===== src/rtl/core/wsdf_pkg.sv =====
`default_nettype none

package wsdf_pkg;

   // parser phase codes
   localparam logic [2:0] PH_FIRST = 3'd0;
   localparam logic [2:0] PH_LEN   = 3'd1;
   localparam logic [2:0] PH_EXT   = 3'd2;
   localparam logic [2:0] PH_KEY   = 3'd3;
   localparam logic [2:0] PH_PAY   = 3'd4;

   // result kinds
   localparam logic [1:0] KIND_HDR  = 2'd0;
   localparam logic [1:0] KIND_DONE = 2'd1;
   localparam logic [1:0] KIND_PAY  = 2'd2;

   localparam logic [6:0] LEN_EXT16 = 7'd126;
   localparam logic [6:0] LEN_EXT64 = 7'd127;

   localparam logic [3:0] EXT16_BYTES = 4'd2;
   localparam logic [3:0] EXT64_BYTES = 4'd8;
   localparam logic [3:0] KEY_BYTES   = 4'd4;

   typedef struct packed {
      logic [1:0]  kind;
      logic [7:0]  payload_byte;
      logic        final_flag;
      logic [3:0]  frame_opcode;
      logic        masked;
      logic [63:0] frame_length;
      logic        frame_end;
   } result_type;

endpackage

`default_nettype wire


===== src/rtl/core/websocket_frame_deframer.sv =====
`default_nettype none

// WebSocket (RFC 6455) receive-side frame parser.
// Request channel: req_valid/req_stall with req_rx_byte, one stream byte per
// request. Response channel: rsp_valid/rsp_stall, exactly one response per
// request, in order: header byte consumed, header complete, or unmasked
// payload byte, with the frame's FIN, opcode, mask flag and length so far.
// rsp_frame_end marks the last payload byte, or the header of an empty frame.
// A response is registered in the output register, or in the skid register
// if that holds a stalled response. Throughput: one byte per cycle while
// req_stall is low; state and response come from one pass of logic per byte.
// The output register is backed by a one-entry skid register, so a request is
// still taken while a response waits; req_stall rises only once the skid
// register is occupied, i.e. after the receiver has stalled with two
// responses pending, and it depends on registers alone.
// Reset (synchronous, active high) empties both registers and returns the
// parser to expecting the first header byte of a frame.

module websocket_frame_deframer (
   input  wire         clock,
   input  wire         reset,
   input  wire         req_valid,
   output logic        req_stall,
   input  wire  [7:0]  req_rx_byte,
   output logic        rsp_valid,
   input  wire         rsp_stall,
   output logic [1:0]  rsp_kind,
   output logic [7:0]  rsp_payload_byte,
   output logic        rsp_final_flag,
   output logic [3:0]  rsp_frame_opcode,
   output logic        rsp_masked,
   output logic [63:0] rsp_frame_length,
   output logic        rsp_frame_end
);

   logic [2:0]  phase_ff, phase_in;
   logic [3:0]  field_count_ff, field_count_in;
   logic [63:0] length_ff, length_in;
   logic [63:0] remaining_ff, remaining_in;
   logic [31:0] mask_key_ff, mask_key_in;
   logic [1:0]  mask_pos_ff, mask_pos_in;
   logic        mask_flag_ff, mask_flag_in;
   logic        fin_ff, fin_in;
   logic [3:0]  opcode_ff, opcode_in;

   wsdf_pkg::result_type res_in;
   wsdf_pkg::result_type out_ff;
   wsdf_pkg::result_type skid_ff;
   logic                 out_valid_ff;
   logic                 skid_valid_ff;

   logic req_acc;
   logic rsp_take;

   assign req_stall = skid_valid_ff;
   assign req_acc   = req_valid && !skid_valid_ff;
   assign rsp_take  = out_valid_ff && !rsp_stall;

   // per-byte parse step
   always_comb begin
      logic [1:0]  kind;
      logic [7:0]  pay;
      logic        fend;
      logic [3:0]  fc_dec;
      logic [63:0] rem_dec;
      logic [7:0]  key_byte;
      logic        len_known;
      logic        hdr_done;

      phase_in       = phase_ff;
      field_count_in = field_count_ff;
      length_in      = length_ff;
      remaining_in   = remaining_ff;
      mask_key_in    = mask_key_ff;
      mask_pos_in    = mask_pos_ff;
      mask_flag_in   = mask_flag_ff;
      fin_in         = fin_ff;
      opcode_in      = opcode_ff;
      kind           = wsdf_pkg::KIND_HDR;
      pay            = 8'd0;
      fend           = 1'b0;
      len_known      = 1'b0;
      hdr_done       = 1'b0;
      fc_dec         = (field_count_ff != 4'd0) ? field_count_ff - 4'd1 : field_count_ff;
      rem_dec        = (remaining_ff != 64'd0) ? remaining_ff - 64'd1 : remaining_ff;

      case (mask_pos_ff)
         2'd0:    key_byte = mask_key_ff[31:24];
         2'd1:    key_byte = mask_key_ff[23:16];
         2'd2:    key_byte = mask_key_ff[15:8];
         default: key_byte = mask_key_ff[7:0];
      endcase

      case (phase_ff)
         wsdf_pkg::PH_LEN: begin
            mask_flag_in = req_rx_byte[7];
            if (req_rx_byte[6:0] == wsdf_pkg::LEN_EXT16) begin
               field_count_in = wsdf_pkg::EXT16_BYTES;
               length_in      = 64'd0;
               phase_in       = wsdf_pkg::PH_EXT;
            end else if (req_rx_byte[6:0] == wsdf_pkg::LEN_EXT64) begin
               field_count_in = wsdf_pkg::EXT64_BYTES;
               length_in      = 64'd0;
               phase_in       = wsdf_pkg::PH_EXT;
            end else begin
               length_in = {57'd0, req_rx_byte[6:0]};
               len_known = 1'b1;
            end
         end
         wsdf_pkg::PH_EXT: begin
            length_in      = {length_ff[55:0], req_rx_byte};
            field_count_in = fc_dec;
            len_known      = (fc_dec == 4'd0);
         end
         wsdf_pkg::PH_KEY: begin
            mask_key_in    = {mask_key_ff[23:0], req_rx_byte};
            field_count_in = fc_dec;
            hdr_done       = (fc_dec == 4'd0);
         end
         wsdf_pkg::PH_PAY: begin
            pay          = mask_flag_ff ? (req_rx_byte ^ key_byte) : req_rx_byte;
            mask_pos_in  = mask_pos_ff + 2'd1;
            kind         = wsdf_pkg::KIND_PAY;
            remaining_in = rem_dec;
            if (rem_dec == 64'd0) begin
               fend     = 1'b1;
               phase_in = wsdf_pkg::PH_FIRST;
            end
         end
         default: begin
            fin_in         = req_rx_byte[7];
            opcode_in      = req_rx_byte[3:0];
            mask_flag_in   = 1'b0;
            length_in      = 64'd0;
            remaining_in   = 64'd0;
            field_count_in = 4'd0;
            phase_in       = wsdf_pkg::PH_LEN;
         end
      endcase

      // mask flag from the second header byte decides whether the key follows
      if (len_known) begin
         if (mask_flag_in) begin
            field_count_in = wsdf_pkg::KEY_BYTES;
            mask_key_in    = 32'd0;
            phase_in       = wsdf_pkg::PH_KEY;
         end else begin
            hdr_done = 1'b1;
         end
      end

      if (hdr_done) begin
         kind = wsdf_pkg::KIND_DONE;
         if (length_in == 64'd0) begin
            fend     = 1'b1;
            phase_in = wsdf_pkg::PH_FIRST;
         end else begin
            remaining_in = length_in;
            mask_pos_in  = 2'd0;
            phase_in     = wsdf_pkg::PH_PAY;
         end
      end

      res_in.kind         = kind;
      res_in.payload_byte = pay;
      res_in.final_flag   = fin_in;
      res_in.frame_opcode = opcode_in;
      res_in.masked       = mask_flag_in;
      res_in.frame_length = length_in;
      res_in.frame_end    = fend;
   end

   always_ff @(posedge clock) begin
      if (reset) begin
         phase_ff       <= wsdf_pkg::PH_FIRST;
         field_count_ff <= 4'd0;
         length_ff      <= 64'd0;
         remaining_ff   <= 64'd0;
         mask_key_ff    <= 32'd0;
         mask_pos_ff    <= 2'd0;
         mask_flag_ff   <= 1'b0;
         fin_ff         <= 1'b0;
         opcode_ff      <= 4'd0;
      end else if (req_acc) begin
         phase_ff       <= phase_in;
         field_count_ff <= field_count_in;
         length_ff      <= length_in;
         remaining_ff   <= remaining_in;
         mask_key_ff    <= mask_key_in;
         mask_pos_ff    <= mask_pos_in;
         mask_flag_ff   <= mask_flag_in;
         fin_ff         <= fin_in;
         opcode_ff      <= opcode_in;
      end
   end

   // output register with skid entry behind it
   always_ff @(posedge clock) begin
      if (reset) begin
         out_valid_ff  <= 1'b0;
         skid_valid_ff <= 1'b0;
      end else if (skid_valid_ff) begin
         if (rsp_take) begin
            skid_valid_ff <= 1'b0;
         end
      end else if (req_acc) begin
         if (!out_valid_ff || rsp_take) begin
            out_valid_ff <= 1'b1;
         end else begin
            skid_valid_ff <= 1'b1;
         end
      end else if (rsp_take) begin
         out_valid_ff <= 1'b0;
      end
   end

   always_ff @(posedge clock) begin
      if (skid_valid_ff) begin
         if (rsp_take) begin
            out_ff <= skid_ff;
         end
      end else if (req_acc) begin
         if (!out_valid_ff || rsp_take) begin
            out_ff <= res_in;
         end else begin
            skid_ff <= res_in;
         end
      end
   end

   assign rsp_valid        = out_valid_ff;
   assign rsp_kind         = out_ff.kind;
   assign rsp_payload_byte = out_ff.payload_byte;
   assign rsp_final_flag   = out_ff.final_flag;
   assign rsp_frame_opcode = out_ff.frame_opcode;
   assign rsp_masked       = out_ff.masked;
   assign rsp_frame_length = out_ff.frame_length;
   assign rsp_frame_end    = out_ff.frame_end;

`ifndef SYNTHESIS
   a_skid_behind_out: assert property (@(posedge clock) disable iff (reset)
      skid_valid_ff |-> out_valid_ff)
      else $error("skid entry held while output register empty");

   a_pay_phase_count: assert property (@(posedge clock) disable iff (reset)
      phase_ff == wsdf_pkg::PH_PAY |-> remaining_ff != 64'd0)
      else $error("payload phase with no bytes remaining");

   a_non_pay_zero: assert property (@(posedge clock) disable iff (reset)
      out_valid_ff && out_ff.kind != wsdf_pkg::KIND_PAY |-> out_ff.payload_byte == 8'd0)
      else $error("payload byte set on a header response");

   a_empty_frame_end: assert property (@(posedge clock) disable iff (reset)
      out_valid_ff && out_ff.frame_end && out_ff.kind == wsdf_pkg::KIND_DONE
      |-> out_ff.frame_length == 64'd0)
      else $error("header marked as frame end with non-zero length");

   a_stall_held_out: assert property (@(posedge clock) disable iff (reset)
      out_valid_ff && !rsp_take |=> out_valid_ff && $stable(out_ff))
      else $error("stalled response changed");
`endif

endmodule

`default_nettype wire

===== config.mk =====
export PLATFORM = sky130hd
export DESIGN_NAME = websocket_frame_deframer
export DESIGN_NICKNAME = d
export VERILOG_FILES = /design/src/rtl/core/wsdf_pkg.sv /design/src/rtl/core/websocket_frame_deframer.sv
export SDC_FILE = /design/constraint.sdc
export NUM_CORES = 1
export LEC_CHECK = 0
export BUFFER_PORTS_ARGS = -buffer_cell sky130_fd_sc_hd__buf_2
export CAP_MARGIN = 10
export CORE_ASPECT_RATIO = 0.7
export CORE_MARGIN = 2
export CORE_UTILIZATION = 50
export DETAILED_ROUTE_END_ITERATION = 16
export PLACE_DENSITY = 0.67
export REMOVE_ABC_BUFFERS = 1
export SKIP_LAST_GASP = 1
export SYNTH_ARGS = -nofsm -noshare
export SYNTH_HDL_FRONTEND = slang
export SYNTH_SLANG_ARGS = --single-unit

===== constraint.sdc =====
create_clock -name clock -period 7.4 [get_ports clock]
set_clock_uncertainty 0.1 [all_clocks]
set_input_delay 0.74 -clock clock [delete_from_list [all_inputs] [get_ports clock]]
set_output_delay 0.74 -clock clock [all_outputs]
set_load 0.01 [all_outputs]

Word level (Yosys, flattened, before mapping)
Index checks and enable logic that the tools add are counted.
{"block": "word_totals", "reg_bits": 339, "latch_bits": 0, "mem_bits_rw": 0, "romBits": 0, "elab_cells": 120, "memories": 0}
{"block": "classes", "addsub": 3, "n_mul": 0, "n_div": 0, "n_lt_le_gt_ge": 0, "n_eq_ne": 10, "n_shift": 0, "n_mux": 56, "bitwise_logic": 3, "n_reduce_logical": 23}
{"operator": "81-bit 2-to-1 mux", "n": 4}
{"operator": "64-bit 2-to-1 mux", "n": 3}
{"operator": "64-bit one-hot mux with 3 select lines", "n": 1}
{"operator": "64-bit logical NOT", "n": 2}
{"operator": "64-bit one-hot mux with 2 select lines", "n": 1}
{"operator": "32-bit 2-to-1 mux", "n": 3}
{"operator": "64-bit nonzero test", "n": 1}
{"operator": "64-bit by 1-bit subtractor with 64-bit output (second input constant)", "n": 1}
{"operator": "4-bit 2-to-1 mux", "n": 6}
{"operator": "8-bit one-hot mux with 3 select lines", "n": 1}
{"operator": "3-bit 2-to-1 mux", "n": 7}
{"operator": "1-bit 2-to-1 mux", "n": 17}
{"operator": "8-bit 2-to-1 mux", "n": 2}
{"operator": "7-bit == test (second input constant)", "n": 2}
{"operator": "7-bit 2-to-1 mux", "n": 2}
{"operator": "4-bit one-hot mux with 3 select lines", "n": 1}
{"operator": "2-bit 2-to-1 mux", "n": 5}
{"operator": "3-bit one-hot mux with 3 select lines", "n": 1}
{"operator": "3-bit AND reduction", "n": 3}
{"operator": "8-bit XOR", "n": 1}
{"operator": "3-bit by 2-bit == test with 1-bit output (second input constant)", "n": 2}
{"operator": "2-bit nonzero test", "n": 3}
{"operator": "3-bit OR reduction", "n": 2}
{"operator": "4-bit logical NOT", "n": 1}
{"operator": "other kinds (16)", "n": 23}

Logic depth before layout (Yosys ltp)
{"block": "logic_depth", "depth_word": 10, "depth_mapped": 17}

Least setup slack after synthesis
Ideal clock, no wire load.
{"block": "synth_path", "path_kind": "input port to flip-flop", "start": "input port req_valid", "end": "register out_ff, in the netlist rsp_final_flag, enable pin", "setup_time_ns": 0.547, "arrival_time_ns": 5.539, "path_slack_ns": 1.214, "path_stages": 5, "path_cell_list": "nor2b_1 > clkbuf_1 > buf_1 > a21oi_1 > a21oi_1"}
{"block": "synth_between", "elab_chain_len": 3}
{"element": "start: declaration", "line": "websocket_frame_deframer.sv:22", "rtl": "input wire req_valid,"}
{"element": "1-bit logical AND", "line": "websocket_frame_deframer.sv:56", "rtl": "assign req_acc = req_valid && !skid_valid_ff;"}
{"element": "2-bit nonzero test (no source line)"}
{"element": "3-bit AND reduction (no source line)"}
{"element": "end signal: assignment", "line": "websocket_frame_deframer.sv:220", "rtl": "out_ff <= skid_ff;"}
{"element": "end signal: assignment", "line": "websocket_frame_deframer.sv:224", "rtl": "out_ff <= res_in;"}
{"element": "end: declaration", "line": "websocket_frame_deframer.sv:47", "rtl": "wsdf_pkg::result_type out_ff;"}
No other way between the ends.
A chain may end at the register's enable or synchronous reset.

Final worst setup path
{"block": "layout_path", "start": "register phase_ff[2]", "end": "register remaining_ff[5]"}
{"block": "layout_between", "elab_chain_len": 6}
{"element": "start: declaration", "line": "websocket_frame_deframer.sv:36", "rtl": "logic [2:0] phase_ff, phase_in;"}
{"element": "start signal: assignment", "line": "websocket_frame_deframer.sv:175", "rtl": "phase_ff <= wsdf_pkg::PH_FIRST;"}
{"element": "start signal: assignment", "line": "websocket_frame_deframer.sv:185", "rtl": "phase_ff <= phase_in;"}
{"element": "3-bit == test or 3-bit by 2-bit == test with 1-bit output (tied branches)", "line": "websocket_frame_deframer.sv:94", "rtl": "case (phase_ff)"}
{"element": "2-bit OR reduction (no source line)"}
{"element": "64-bit one-hot mux with 3 select lines (*)", "line": "websocket_frame_deframer.sv:94"}
{"element": "named net length_in[16]", "line": "websocket_frame_deframer.sv:38", "rtl": "logic [63:0] length_ff, length_in;"}
{"element": "64-bit logical NOT (*)", "line": "websocket_frame_deframer.sv:154", "rtl": "if (length_in == 64'd0) begin"}
{"element": "64-bit 2-to-1 mux (*)", "line": "websocket_frame_deframer.sv:154"}
{"element": "64-bit 2-to-1 mux (*)", "line": "websocket_frame_deframer.sv:152", "rtl": "if (hdr_done) begin"}
{"element": "end signal: assignment", "line": "websocket_frame_deframer.sv:188", "rtl": "remaining_ff <= remaining_in;"}
{"element": "end: declaration", "line": "websocket_frame_deframer.sv:39", "rtl": "logic [63:0] remaining_ff, remaining_in;"}
Mark *: on every way through the listed nets, which the timed path passes. The rest lies on a longest branch.

==> impl_metrics.ini <==
[finish]
final_common_cell = nor2_1
layout.nets = 1747
syn_to_final_growth_pct = 12.0
layout-drive-gt1-share_pct = 15.8
final_cell_mix = nor2_1 (235), dfxtp_1 (176), edfxtp_1 (162)
diodes = 0
fin_util_pct = 57.1
n_fill_cell = 2756
fin_area_um2 = 18500

[critical_path]
cp-end-kind = flop
crit_family = simple AND/OR/NAND/NOR gates
worstReg2RegEnd = remaining_ff[5]
critical-path-max-stage-delay_ns = 0.75
crit_fanout = 27
rr_worst_depth = 12
r2r_setup_slack_ns = 2.11
cp.required_ns = 7.77
r2r-start = phase_ff[2]
critical_path.cell_chain = nand2b_1 > nor2_1 > buf_4 > a22o_1 > nor4b_1 > nand4_1 > nor4_1 > a21bo_2 > a21oi_1 > nor2_2 > buf_4 > a22o_1
critPathKind = flop to flop
critPathArrivalTime_ns = 5.67
cp_slowest_cell = nor4_1
start_kind = flop
crit_buf_inv = 2

[clock_tree]
cts.sinks = 339
clk_latency_ns = 0.55
h-tree-depth = 2
root_buffer = clkbuf_16
clk_pin_slew_worst_paths_ns = 0.06
holdBufCountCts = 0
clk_path_buf_depth = 3
cts_tree = yes
numCtsBuffers = 35
cts_resized = 0
cts_setup_buffers = 0

[detailed_routing]
num_vias = 14200
drc_errors = 0
routed_via_density = 6.51
dr.pass1.iters = 5
routedWlPerCell_um = 24.3
wirelength_um = 53100
antenna_left = 0
drt_iter0_markers = 2036

[logic_synthesis]
synth_top_flop_cell = dfxtp_1
netlist_area_um2 = 16500
yosysSeqAreaShare_pct = 50.9
async_flop_share_pct = 0
avgSynthCellArea_um2 = 9.76
postSynthCellCount = 1693
yosys_warnings = 0
ys_seq_elements = 339
synth_edf_count = 162
synth_cell_types = 73

[status]
status = finished, final reports clean

[floorplan]
core_um2 = 32400
core.rowCount = 55
initial_core_util_pct = 51.0
dieWidth_um = 221
die_h_um = 156
die_area_um2 = 34500
io_pins = 95

[worst_hold_path]
min_to = length_ff[61]
hp-class = flop to flop
holdPathStages = 2
hp-start = length_ff[61]

[pwr]
finalPower_uw = 6190
ir_worst_vdd_mv = 0.188
leakagePower_uw = 0.00690
power_per_cell_area_nw_per_um2 = 335

[sta]
slew_headroom_pct = 23.4
worst_pin_slew_ns = 1.14
fmax_mhz = 189
hold_ws_ns = 0.377
setup_tns_ns = 0
min_period_over_period_pct = 71.5
slew_violations = 0
finalHoldViolCount = 0
setup_viol = 0
rsz0062_at_grt = false
fin_crit_ns = 5.29

[run]
maxCapViolCount = 0

[grt]
grt_pass1_wl_um = 80900
grt_max_degree = 72
antenna_found_initial = 1
grt_pass1_vias = 12800
grt_usage_pct = 30.3
grt_overflow = 0

[placement]
dp_hpwl_um = 36300
numPortBuffers = 94
dpl_cell_area_um2 = 17300
gp_congestion = 1.06
[flip-flops by register name (all words and copies together), names as in the netlist]
register	count
rsp_frame_length	64
opcode_ff	4
rsp_frame_opcode	4
skid_ff	81
rsp_final_flag	1
fin_ff	1
mask_flag_ff	1
rsp_masked	1
rsp_payload_byte	8
mask_key_ff	32
req_stall	1
remaining_ff	64
mask_pos_ff	2
phase_ff	3
rsp_kind	2
rsp_frame_end	1
length_ff	64
field_count_ff	4
rsp_valid	1
[cells in the mapped netlist, drive strengths merged (23+ instances only)]
library cell,instances,share of area [%]
a21oi,63,1.9
a22o,42,2.2
a22oi,61,2.8
clkbuf,104,2.4
dfxtp,177,21
edfxtp,162,29
inv,33,0.75
mux2,72,4.9
mux2i,34,2.1
nand2,122,2.8
nor2,238,5.4
nor3,102,3.1
nor4,43,1.7
o21ai,78,2.4
o2bb2ai,35,1.9
xnor2,23,1.2
xor2,25,1.3
[kinds of logic (layout without fill, tap and decap cells)]
group | Yosys count | in the layout | share of synthesized area, %
compound gates | 396 | 396 | 16.8
xor+xnor | 48 | 48 | 2.55
fa+ha+maj | 6 | 6 | 0.454
buf+inv | 159 | 222 | 3.71
flops | 339 | 339 | 50.9
mux | 106 | 106 | 6.97
simple gates | 639 | 639 | 18.6
[area by class of cell]
| class | instances | area, um^2 | share of cell area (%) |
|---|---|---|---|
| clock inverters | 16 | 144 | 0.778 |
| flip-flops and latches | 339 | 8410 | 45.5 |
| well taps | 427 | 534 | 2.89 |
| clock buffers | 48 | 1020 | 5.50 |
| multi-input cells | 1195 | 7540 | 40.8 |
| inverters | 33 | 125 | 0.677 |
| repair buffers | 125 | 726 | 3.92 |
[through the flow]
step,setup WS (ns),cells
floorplan,-1.36,1567
global placement,2.21,2117
detailed placement,2.23,2117
CTS,2.18,2181
global route,1.80,2183
finish,2.11,2183
[worst max-delay path by stage]
| stage | start | end | slack (ns) | cells after the start |
|---|---|---|---|---|
| global route | phase_ff[2] | remaining_ff[5] | 1.80 | 12 |
| detailed placement | phase_ff[2] | remaining_ff[16] | 2.23 | 12 |
| CTS | phase_ff[2] | remaining_ff[5] | 2.18 | 12 |
| floorplan | req_valid | rsp_final_flag | -1.36 | 3 |
| finish | phase_ff[2] | remaining_ff[5] | 2.11 | 12 |
| global placement | phase_ff[2] | remaining_ff[21] | 2.21 | 12 |
[layer usage]
metal / routed length (um) / vias to the layer above / global-route usage (%) / share of wire [%]
li1: - / 6392 / - / -
met4: 1060 / 2 / 6.87 / 2.0
met3: 6460 / 102 / 7.01 / 12
met1: 25200 / 6876 / 49.2 / 47
met5: 17 / - / 0 / 0.032
met2: 20400 / 835 / 39.7 / 38
[power by group]
part           total (uW)  switching [uW]  internal, uW
Combinational        2190            1490           703
Clock                1800             765          1040
Sequential           2190             107          2090
[worst min-delay path: cells and delay by family, from the launching register on]
| kind | cells | cell delay (ns) |
|---|---|---|
| AO/OA/AOI/OAI | 1 | 0.05 |
| AND/OR/NAND/NOR | 1 | 0.06 |
| flip-flops | 1 | 0.32 |
Note: power is estimated with default switching activity, not from simulation.
